<file path="src/sv/svj_pkg.sv">
`timescale 1ns / 1ps
// svj_pkg: shared widths, codes and types of the similarity 3D versor jacobian unit
// depends on nothing; used by every module of the block
package svj_pkg;

  // coordinate format
  localparam int COORD_FRAC_BITS = 8;
  localparam int PT_W   = 20;               // point and packed coordinate fields
  localparam int P_W    = PT_W + 1;         // point minus center
  localparam int V_W    = 16;               // versor components
  localparam int PRD_W  = 2 * V_W;          // versor products
  localparam int CF_W   = PRD_W + 2;        // polynomial and rotation matrix coefficients
  localparam int PR_W   = CF_W + P_W;       // coefficient times offset
  localparam int SUM_W  = PR_W + 2;         // sum of three products
  localparam int NUM_W  = SUM_W + 2;        // doubled and negated numerator
  localparam int DEN_SHIFT = 14;            // w scale in Q2.14
  localparam int DIVN_W = NUM_W - DEN_SHIFT; // dividend after removing the 2^14 factor
  localparam int Q_W    = 36;               // quotient bits developed by the divider
  localparam int HI_W   = DIVN_W - Q_W;     // dividend bits above the quotient range
  localparam int DIV_STEPS  = 4;            // quotient bits per divider stage
  localparam int DIV_STAGES = Q_W / DIV_STEPS;
  localparam int VAL_W  = 34;               // scale row value before clipping
  localparam int D_W    = 32;               // derivative width
  localparam int ROW_W  = 3;
  localparam int IDX_W  = 3;
  localparam int CFG_W  = 60;
  localparam int ROT_ONE_SHIFT = 28;
  localparam int SETTLE_W = 2;

  localparam logic signed [CF_W-1:0] ROT_ONE = CF_W'(1) << ROT_ONE_SHIFT;
  localparam logic [D_W-1:0] D_MAX = {1'b0, {(D_W-1){1'b1}}};
  localparam logic [D_W-1:0] D_MIN = {1'b1, {(D_W-1){1'b0}}};
  localparam logic [D_W-1:0] COORD_ONE = D_W'(1) << COORD_FRAC_BITS;
  localparam logic [SETTLE_W-1:0] SETTLE_CYCLES = SETTLE_W'(2);

  // jacobian row codes
  localparam logic [ROW_W-1:0] ROW_ROT0  = ROW_W'(0);
  localparam logic [ROW_W-1:0] ROW_TRN0  = ROW_W'(3);
  localparam logic [ROW_W-1:0] ROW_SCALE = ROW_W'(6);

  // register indexes
  localparam logic [IDX_W-1:0] REG_VX  = IDX_W'(0);
  localparam logic [IDX_W-1:0] REG_VY  = IDX_W'(1);
  localparam logic [IDX_W-1:0] REG_VZ  = IDX_W'(2);
  localparam logic [IDX_W-1:0] REG_VW  = IDX_W'(3);
  localparam logic [IDX_W-1:0] REG_CEN = IDX_W'(4);
  localparam logic [IDX_W-1:0] REG_TRN = IDX_W'(5);

  typedef struct packed {
    logic signed [PT_W-1:0] point_x;
    logic signed [PT_W-1:0] point_y;
    logic signed [PT_W-1:0] point_z;
  } in_t;

  typedef struct packed {
    logic [ROW_W-1:0]      param_index;
    logic signed [D_W-1:0] deriv_x;
    logic signed [D_W-1:0] deriv_y;
    logic signed [D_W-1:0] deriv_z;
    logic                  last_row;
    logic                  params_valid;
    logic                  saturated;
  } out_t;

  typedef logic [CF_W-1:0] coef_t;

  // settled configuration seen by the row datapath
  typedef struct packed {
    coef_t [2:0][2:0][2:0] rot;
    coef_t [2:0][2:0]      rmat;
    logic [V_W-1:0]        absw;
    logic                  wzero;
    logic                  wneg;
    logic                  pvalid;
    logic [CFG_W-1:0]      cen;
    logic [CFG_W-1:0]      trn;
    logic                  settling;
  } cfg_t;

  // one divider lane: partial remainder and dividend/quotient shift word
  typedef struct packed {
    logic [V_W-1:0] rem;
    logic [Q_W-1:0] nq;
  } div_lane_t;

  // row control riding along the divider
  typedef struct packed {
    logic                  valid;
    logic [ROW_W-1:0]      row;
    logic [2:0]            neg;
    logic [2:0]            nz;
    logic [2:0]            big;
    logic [2:0][VAL_W-1:0] val;
  } side_t;

  function automatic logic signed [PT_W-1:0] coord_field(input logic [CFG_W-1:0] pk,
                                                         input int k);
    return $signed(pk[k*PT_W +: PT_W]);
  endfunction

endpackage

</file>
<file path="src/sv/svj_div_stage.sv">
`timescale 1ns / 1ps
// svj_div_stage: one restoring divider stage, four quotient bits for three lanes
// depends on svj_pkg
module svj_div_stage (
  input  logic                         clk,
  input  logic                         rst_n,
  input  logic                         en,
  input  logic [svj_pkg::V_W-1:0]      absw,
  input  svj_pkg::side_t               side_i,
  input  svj_pkg::div_lane_t [2:0]     lane_i,
  output svj_pkg::side_t               side_o,
  output svj_pkg::div_lane_t [2:0]     lane_o
);
  import svj_pkg::*;

  div_lane_t [2:0] lane_nxt;
  div_lane_t [2:0] lane_r;
  side_t side_r;

  // shift in one dividend bit per step, subtract when it fits
  always_comb begin
    logic [V_W:0] trial;
    logic [V_W-1:0] rem;
    logic [Q_W-1:0] nq;
    trial = '0;
    rem = '0;
    nq = '0;
    for (int j = 0; j < 3; j++) begin
      rem = lane_i[j].rem;
      nq  = lane_i[j].nq;
      for (int s = 0; s < DIV_STEPS; s++) begin
        trial = {rem, nq[Q_W-1]};
        if (trial >= {1'b0, absw}) begin
          rem = V_W'(trial - {1'b0, absw});
          nq  = {nq[Q_W-2:0], 1'b1};
        end else begin
          rem = trial[V_W-1:0];
          nq  = {nq[Q_W-2:0], 1'b0};
        end
      end
      lane_nxt[j].rem = rem;
      lane_nxt[j].nq  = nq;
    end
  end

  // stage register, valid bit under reset
  always_ff @(posedge clk) begin
    if (!rst_n) begin
      side_r.valid <= 1'b0;
    end else if (en) begin
      side_r.valid <= side_i.valid;
    end
    if (en) begin
      side_r.row <= side_i.row;
      side_r.neg <= side_i.neg;
      side_r.nz  <= side_i.nz;
      side_r.big <= side_i.big;
      side_r.val <= side_i.val;
      lane_r     <= lane_nxt;
    end
  end

  assign side_o = side_r;
  assign lane_o = lane_r;

endmodule

</file>
<file path="config.mk">
export PLATFORM = sky130hd
export DESIGN_NAME = svj_div_stage
export DESIGN_NICKNAME = d
export VERILOG_FILES = /design/src/sv/svj_pkg.sv /design/src/sv/svj_div_stage.sv
export SDC_FILE = /design/constraint.sdc
export NUM_CORES = 1
export LEC_CHECK = 0
export BUFFER_PORTS_ARGS = -buffer_cell sky130_fd_sc_hd__buf_2
export CORE_MARGIN = 10
export CORE_UTILIZATION = 50
export CTS_BUF_LIST = sky130_fd_sc_hd__clkbuf_4
export DETAILED_ROUTE_END_ITERATION = 12
export PLACE_DENSITY = 0.77
export SLEW_MARGIN = 20
export SYNTH_ARGS = -nofsm -noshare
export SYNTH_HDL_FRONTEND = slang
export SYNTH_SLANG_ARGS = --single-unit
</file>
<file path="constraint.sdc">
create_clock -name clk -period 23.6 [get_ports clk]
set_clock_uncertainty 0.1 [all_clocks]
set_input_delay 1.18 -clock clk [delete_from_list [all_inputs] [get_ports clk]]
set_output_delay 1.18 -clock clk [all_outputs]
set_load 0.03 [all_outputs]
</file>
# ---- Yosys cells after proc, flatten, opt, wreduce, memory -nomap -nowiden
# Cells that the tools add are included.
dict set report word_totals {
  romBits 0
  in_bits 290
  ram_bits 0
  memories 0
  output_inout_bits 271
  wordCells 62
  register_bits 271
  latchBits 0
}
dict set report classes {
  add_sub_neg 12
  n_reduce_logical 0
  shifts 0
  bitwise 0
  mul 0
  n_mux 24
  n_div 0
  magnitude_cmp 12
  eq_ne 0
}
# cell n
set op_table {}
lappend op_table {{greater-or-equal comparator 17 x 16 -> 1 bit} 12}
lappend op_table {{2-to-1 mux 16 bit} 12}
lappend op_table {{subtractor 16 bit} 12}
lappend op_table {{2-to-1 mux 1 bit} 12}

# ---- Longest topological paths before layout
# Gate-level depths: netlist of the first run.
dict set report logic_depth {
  depth_word 8
  depth_mapped 47
  depth_no_buf 42
}

# ---- Worst setup path after synthesis of the first run
# OpenSTA, ideal clock, no wires.
dict set report synth_timing {
  kind {input-to-reg}
  from {in absw[1] (netlist bit)}
  to {reg lane_r (netlist bit lane_o[147]) (data pin)}
  setup_ns 0.260
  arrival_time_ns 10.845
  cell_stages 44
  n_path_buf 5
  path_slack_ns 12.395
  required_ns 23.240
  cell_sequence {inv_1 -> ha_1 -> nor2b_1 -> o31a_1 -> o41ai_2 -> a21oi_1 -> o21ai_4 -> buf_2 -> buf_2 -> nor2_1 -> a21oi_1 -> inv_1 -> ha_1 -> nor2b_1 -> o31ai_1 -> a21oi_1 -> nand4_1 -> a31oi_1 -> [... 8 more ...] -> a311oi_1 -> o21ai_0 -> a21oi_1 -> a211o_1 -> buf_6 -> mux2_2 -> ha_1 -> a21oi_1 -> nor2_1 -> a211o_1 -> or3_1 -> o21ai_1 -> o21ai_1 -> o311a_1 -> nor3_1 -> mux2i_4 -> buf_6 -> mux2_4}
}
# element line
set synth_lines {}
lappend synth_lines {{start, declared} svj_div_stage.sv:8} ;# input logic [svj_pkg::V_W-1:0] absw,
lappend synth_lines {{end signal, assigned} svj_div_stage.sv:59} ;# lane_r <= lane_nxt;
lappend synth_lines {{end, declared} svj_div_stage.sv:17} ;# div_lane_t [2:0] lane_r;

==> impl_metrics.csv, run 1 <==
group,metric,value,unit
outcome,outcome,"finished, final reports clean",
global_routing,use_met3,7.42,%
placed_design,place_hpwl,54500,um
sta,slew_headroom,29.4,%
placed_design,dp_cells,2844,
clock_network,cts_setup_buffers,0,
yosys,synth-edff-count,270,
critical_path,path_max_fanout,24,
floorplan,core_area,38500,um2
power_and_ir_drop,ir_worst_vdd,0.155,mV
sta,setup_violations,0,
detailed_routing,vias_per_cell,5.80,
finish,layout.cells.most_common,"buf_2",
clock_network,cts_buffers,71,
critical_path,critPathMaxStageDelay,0.74,ns
sta,fin_tns_setup,0,ns
clock_network,cts_resized,0,
clock_network,hold_buffers,0,
power_and_ir_drop,finalPower,3.51,mW
detailed_routing,wl_per_cell,23.1,um
sta,hold_viol,0,
finish,fillerInstances,3196,
yosys,netlist_area,19400,um2
clock_network,clk_pin_slew_worst_paths,0.06,ns
detailed_routing,drtIter0Drc,1384,
sta,rsz0062_at_grt,"false",
yosys,synth_top_family_by_area,"compound AO/OA/AOI/OAI gates",
critical_path,arrival,13.12,ns
placed_design,portBuffers,560,
detailed_routing,ant_nets,0,
power_and_ir_drop,powerDensity,148,nW/um2
clock_network,cts_buffer_depth,3,
sta,period_needed,12.75,ns
finish,synthToLayoutAreaGrowth,22.4,%
clock_network,clock-sinks,271,
yosys,yosys_most_used_dff,"edfxtp_1",
critical_path,critical_path_required,23.97,ns
detailed_routing,drc,0,
clock_network,htree_levels,3,
job,max_cap_violations,0,
global_routing,grt_pass1_wl,101000,um
critical_path,r2r-end,"side_o[114]",
floorplan,die_h,217,um
finish,seq_area,8130,um2
yosys,synthMuxAreaShare,7.89,%
critical_path,cpMaxStageDelayCell,"a211o_1",
power_and_ir_drop,power_leakage,10.6,nW
yosys,postSynthAreaPerCell,10.9,um2
yosys,synth_xor_area_share,6.06,%
sta,worst_slew_pin_slew,1.06,ns
finish,multi_input_area,10800,um2
min_path,holdCritPathClass,"reg2reg",
sta,period_share,54.0,%
sta,fmaxAchievable,78.4,MHz
critical_path,cp-endpoint,"lane_o[142]",
yosys,synth_compound_area_share,16.6,%
detailed_routing,first_pass_iters,6,
clock_network,insertion_delay,0.71,ns
global_routing,grtUsageTotal,27.8,%
finish,finalNetCount,2893,
global_routing,grt_max_degree,110,
finish,final_cell_mix,"buf_2 (559), edfxtp_1 (270), ha_1 (192)",
detailed_routing,wl,68700,um
critical_path,cp-startpoint,"absw[4]",
critical_path,r2r-start,"side_o[114]",
global_routing,antenna_found_initial,17,
finish,layoutNonFillerInstCount,2976,
floorplan,dieWidth,217,um
finish,drive_gt1_share,32.9,%
yosys,async_flop_share,0,%
clock_network,cts-root-buf,"clkbuf_4",
critical_path,rr_worst_depth,2,
global_routing,grt_pass1_vias,16700,
global_routing,met1_usage,35.0,%
floorplan,start_util,50.4,%
floorplan,fp.dieArea,47000,um2
global_routing,grt-busiest-layer,"met2",
critical_path,reg2reg_slack,22.89,ns
placed_design,globalplace.congestion,1.00,
floorplan,num_rows,72,
global_routing,met2_usage,46.4,%
sta,finalMaxSlewViolations,0,
yosys,ys_ff_latch,271,
yosys,yosys.area_share.simple,11.3,%
critical_path,crit_type,"in2reg",
critical_path,end_kind,"flop",
yosys,ys_warn_count,0,
critical_path,cp-start-kind,"primary input",
clock_network,cts_tree,"done",
yosys,synth_fp_nets,2273,
detailed_routing,vias,17300,
yosys,syn_inst,1779,
finish,final_util,61.7,%
yosys,synth_fa_ha_area_share,13.6,%
yosys,seq_area_frac_synth,41.9,%
yosys,ys_types,95,
global_routing,grt-ovfl-total,0,
floorplan,pin_count,561,
[state kept, by name, summed over array words and instances, names as in the netlist]
register	count
lane_o	156
side_o	115
[how the worst min path moves through the flow]
stage	depth (start not counted)	to	from	slack, ns
after floorplan	2	side_o[114]	side_o[114]	0.54
after detailed placement	2	side_o[114]	side_o[114]	0.42
after global placement	2	side_o[114]	side_o[114]	0.41
after CTS	1	lane_o[122]	lane_i[118]	0.41
final	2	side_o[114]	side_o[114]	0.43
after global routing	1	lane_o[122]	lane_i[118]	0.42
[worst max-delay path, delay by kind of cell]
kind                     cells  cell delay, ns
buffers and inverters        3            0.89
AND/OR/NAND/NOR              6            1.64
adder cells (fa/ha/maj)      4            1.51
multiplexers                 5            1.93
AO/OA/AOI/OAI               21            5.93
[per-layer routing]
metal | part of all wire (%) | wire, um
met1 | 41 | 28000
met2 | 48 | 33000
met4 | 2.2 | 1540
met3 | 8.8 | 6040
met5 | 0.17 | 117
[cells by family after synthesis]
kind of cell               count (synthesis)
AOI/OAI and AO/OA                        476
and+or+nand+nor                          440
DFF                                      271
adders and majority gates                204
xor gates and xnor gates                 134
muxes                                    134
buffers and inverters                    120
[cell type report]
cell class | instances | area share (%)
flip-flops and latches | 271 | 34.3
inverters | 95 | 1.50
repair buffers | 572 | 12.2
multi-input cells | 1388 | 45.4
clock buffers | 96 | 3.04
diodes | 8 | 0.0844
clock inverters | 28 | 0.712
well taps | 518 | 2.73
[power breakdown]
group          total (mW)  internal, mW  switching [mW]  leakage [nW]
Clock               0.407         0.212           0.195         0.533
Sequential          0.726         0.700          0.0253          2.65
Combinational        2.38          1.02            1.35          7.40
[Yosys cell counts, types with 7 or more instances]
cell / n / area share [%]
o31ai_1: 11 / 0.43
ha_1: 192 / 12
o31a_1: 14 / 0.63
fa_1: 12 / 1.2
o221ai_1: 15 / 0.68
mux2i_1: 28 / 1.4
nor2b_1: 29 / 0.94
nor4_1: 13 / 0.42
mux2_1: 21 / 1.2
mux2_4: 12 / 0.93
xnor2_1: 84 / 3.8
a31oi_1: 12 / 0.39
a211oi_1: 19 / 0.74
nand3_1: 35 / 0.90
o21bai_1: 15 / 0.58
and4_1: 8 / 0.36
and3_1: 9 / 0.29
a21o_1: 50 / 1.9
edfxtp_1: 270 / 42
a211o_1: 7 / 0.32
o211ai_1: 7 / 0.27
o21ai_0: 98 / 2.5
nor3_1: 35 / 0.90
inv_1: 92 / 1.8
nor2_1: 94 / 1.8
nand4_1: 27 / 0.87
o21a_1: 32 / 1.2
or2_2: 10 / 0.32
mux2_2: 72 / 4.2
xor2_1: 50 / 2.3
clkbuf_1: 12 / 0.23
nand2b_1: 23 / 0.74
a21oi_1: 115 / 3.0
or3_1: 16 / 0.52
nand2_1: 121 / 2.3
[stage by stage]
stage / setup WS [ns] / area, um2 / hold WS, ns
after CTS: 11.09 / 23700 / 0.410
after global routing: 10.02 / 23700 / 0.416
after floorplan: 12.40 / 19400 / 0.540
after detailed placement: 10.34 / 22800 / 0.417
final: 10.85 / 23700 / 0.431
after global placement: 10.59 / 22800 / 0.411
No activity file was read; power rests on OpenSTA's default activity.
==> inputs of run 2 (changes only) <==
--- a/config.mk
+++ b/config.mk
@@ -7,10 +7,10 @@
 export LEC_CHECK = 0
 export BUFFER_PORTS_ARGS = -buffer_cell sky130_fd_sc_hd__buf_2
 export CORE_MARGIN = 10
-export CORE_UTILIZATION = 50
+export CORE_UTILIZATION = 49
 export CTS_BUF_LIST = sky130_fd_sc_hd__clkbuf_4
 export DETAILED_ROUTE_END_ITERATION = 12
-export PLACE_DENSITY = 0.77
+export PLACE_DENSITY = 0.79
 export SLEW_MARGIN = 20
 export SYNTH_ARGS = -nofsm -noshare
 export SYNTH_HDL_FRONTEND = slang
==> constraint.sdc (replaced) <==
create_clock -name clk -period 10.3 [get_ports clk]
set_clock_uncertainty 0.1 [all_clocks]
set_input_delay 0.515 -clock clk [delete_from_list [all_inputs] [get_ports clk]]
set_output_delay 0.515 -clock clk [all_outputs]
set_load 0.03 [all_outputs]
==> impl_metrics.csv, run 2 (synthesis gave the netlist of run 1 again) <==
group,metric,value,unit
outcome,outcome,"finished, final reports clean",
sta,slew_headroom,31.8,%
detailed_routing,wl,78000,um
detailed_routing,wl_per_cell,23.7,um
critical_path,path_buf_inv,7,
finish,finalNetCount,3207,
power_and_ir_drop,finalPower,8.64,mW
power_and_ir_drop,p_comb_share,68.9,%
sta,finalMaxSlewViolations,0,
detailed_routing,vias,19000,
floorplan,die_h,219,um
detailed_routing,first_pass_iters,6,
job,max_cap_violations,0,
power_and_ir_drop,powerDensity,323,nW/um2
global_routing,grt_max_degree,126,
critical_path,path_max_fanout,12,
critical_path,cp_top_family,"compound AO/OA/AOI/OAI gates",
detailed_routing,maxUsedRoutingLayer,"met5",
finish,final_cell_mix,"buf_2 (559), edfxtp_1 (270), dlygate4sd3_1 (214)",
sta,period_share,95.9,%
floorplan,fp.dieArea,47900,um2
global_routing,antenna_found_initial,14,
floorplan,start_util,49.8,%
power_and_ir_drop,p_clk_share,11.8,%
placed_design,dp_cells,2937,
floorplan,pin_count,561,
finish,layoutNonFillerInstCount,3297,
clock_network,htree_levels,3,
critical_path,cp-start-kind,"primary input",
floorplan,num_rows,72,
clock_network,cts_tree,"done",
sta,finalWorstSetupSlack,0.418,ns
critical_path,arrival,10.29,ns
global_routing,grt-ovfl-total,0,
power_and_ir_drop,p_switching,3.86,mW
detailed_routing,drc,0,
clock_network,cts-root-buf,"clkbuf_4",
sta,setup_violations,0,
placed_design,globalplace.congestion,0.960,
placed_design,portBuffers,560,
finish,fin_area,26700,um2
clock_network,insertion_delay,0.75,ns
placed_design,place_area,23500,um2
detailed_routing,route.met2.wl,38200,um
finish,largest_reg_flops,156,
sta,hold_viol,0,
critical_path,critPathMaxStageDelay,0.60,ns
global_routing,grt_pass1_vias,19100,
critical_path,cpMaxStageDelayCell,"o21ai_0",
global_routing,grtUsageTotal,31.1,%
placed_design,pre_cts_ws,-0.349,ns
clock_network,clock-sinks,271,
power_and_ir_drop,seqPwrFrac,19.3,%
detailed_routing,vias_per_cell,5.77,
detailed_routing,drtIter0Drc,1680,
power_and_ir_drop,power_leakage,12.0,nW
power_and_ir_drop,p_int,4.78,mW
sta,worst_slew_pin_slew,1.02,ns
finish,layout.cells.most_common,"buf_2",
floorplan,core_area,38900,um2
sta,fmaxAchievable,101,MHz
finish,fillerInstances,2951,
critical_path,critical_path_required,10.71,ns
min_path,holdCritPathClass,"in2reg",
sta,rsz0062_at_grt,"false",
floorplan,dieWidth,219,um
clock_network,cts_buffers,72,
global_routing,grt_pass1_wl,115000,um
detailed_routing,wl_met1,29800,um
power_and_ir_drop,ir_worst_vdd,0.403,mV
power_and_ir_drop,p_sw_share,44.6,%
finish,drive_gt1_share,33.1,%
detailed_routing,wl_met3,6390,um
clock_network,clk_pin_slew_worst_paths,0.07,ns
critical_path,end_kind,"flop",
detailed_routing,ant_nets,0,
sta,period_needed,9.88,ns
clock_network,cts_buffer_depth,3,
finish,synthToLayoutAreaGrowth,38.0,%
placed_design,place_hpwl,57400,um
critical_path,crit_type,"in2reg",
run 2: changes by cell type in the layout (fill, tap and decap cells not counted), sizes merged, moves of 4 or more:
cell         before  now
clkinv           23   27
clkinvlp          0    5
dlygate4sd3       0  214
diode             8   12
buf             572  670
run 2: routing by layer:
layer / vias to the layer above / track usage (%)
met1: 9096 / 36.4
li1: 8753 / -
met4: 4 / 14.7
met5: - / 0
met3: 214 / 7.58
met2: 970 / 52.8
run 2: final timing paths:
path                             startpoint          end  slack, ns  cells past startpoint
worst max-delay path                absw[1]   lane_o[42]       0.42                     39
worst min-delay path             lane_i[33]   lane_o[37]       0.11                      2
worst max register to register  side_o[114]  side_o[114]       9.02                      3
worst min register to register  side_o[114]  side_o[114]       1.01                      3
run 2: area by class of cell:
type / count / area, um2 / area share, %
clock inverters: 35 / 246 / 0.922
flip-flops and latches: 271 / 8130 / 30.4
diodes: 12 / 30.0 / 0.112
repair buffers: 884 / 5790 / 21.7
well taps: 518 / 648 / 2.42
multi-input cells: 1389 / 10800 / 40.5
inverters: 95 / 364 / 1.36
clock buffers: 93 / 698 / 2.61
run 2: per-stage QoR:
step / utilization (%) / hold WS (ns) / setup TNS, ns
3_3_place_gp: 60.4 / 0.398 / -2.21
2_1_floorplan: - / 0.514 / 0
6_report: 68.7 / 0.106 / 0
3_5_place_dp: 60.4 / 0.453 / -9.19
5_1_grt: 68.7 / 0.0597 / 0
4_1_cts: 68.4 / 0.0481 / 0
run 2: timing repair:
| action | in CTS | in global routing |
|---|---|---|
| buffers inserted | 0 | 5 |
| hold buffers | 214 | 0 |
| endpoints found under the hold margin | 213 | 0 |
| endpoints found under the setup margin | 0 | 33 |
| gates resized for setup | 0 | 10 |
run 2: power groups by stage:
stage,clock network [mW],registers (mW),logic [mW]
2_1_floorplan,0,2.06,3.80
3_3_place_gp,0,1.67,5.53
3_5_place_dp,0,1.68,5.65
4_1_cts,1.01,1.66,5.76
5_1_grt,1.10,1.68,6.45
6_report,1.02,1.67,5.96
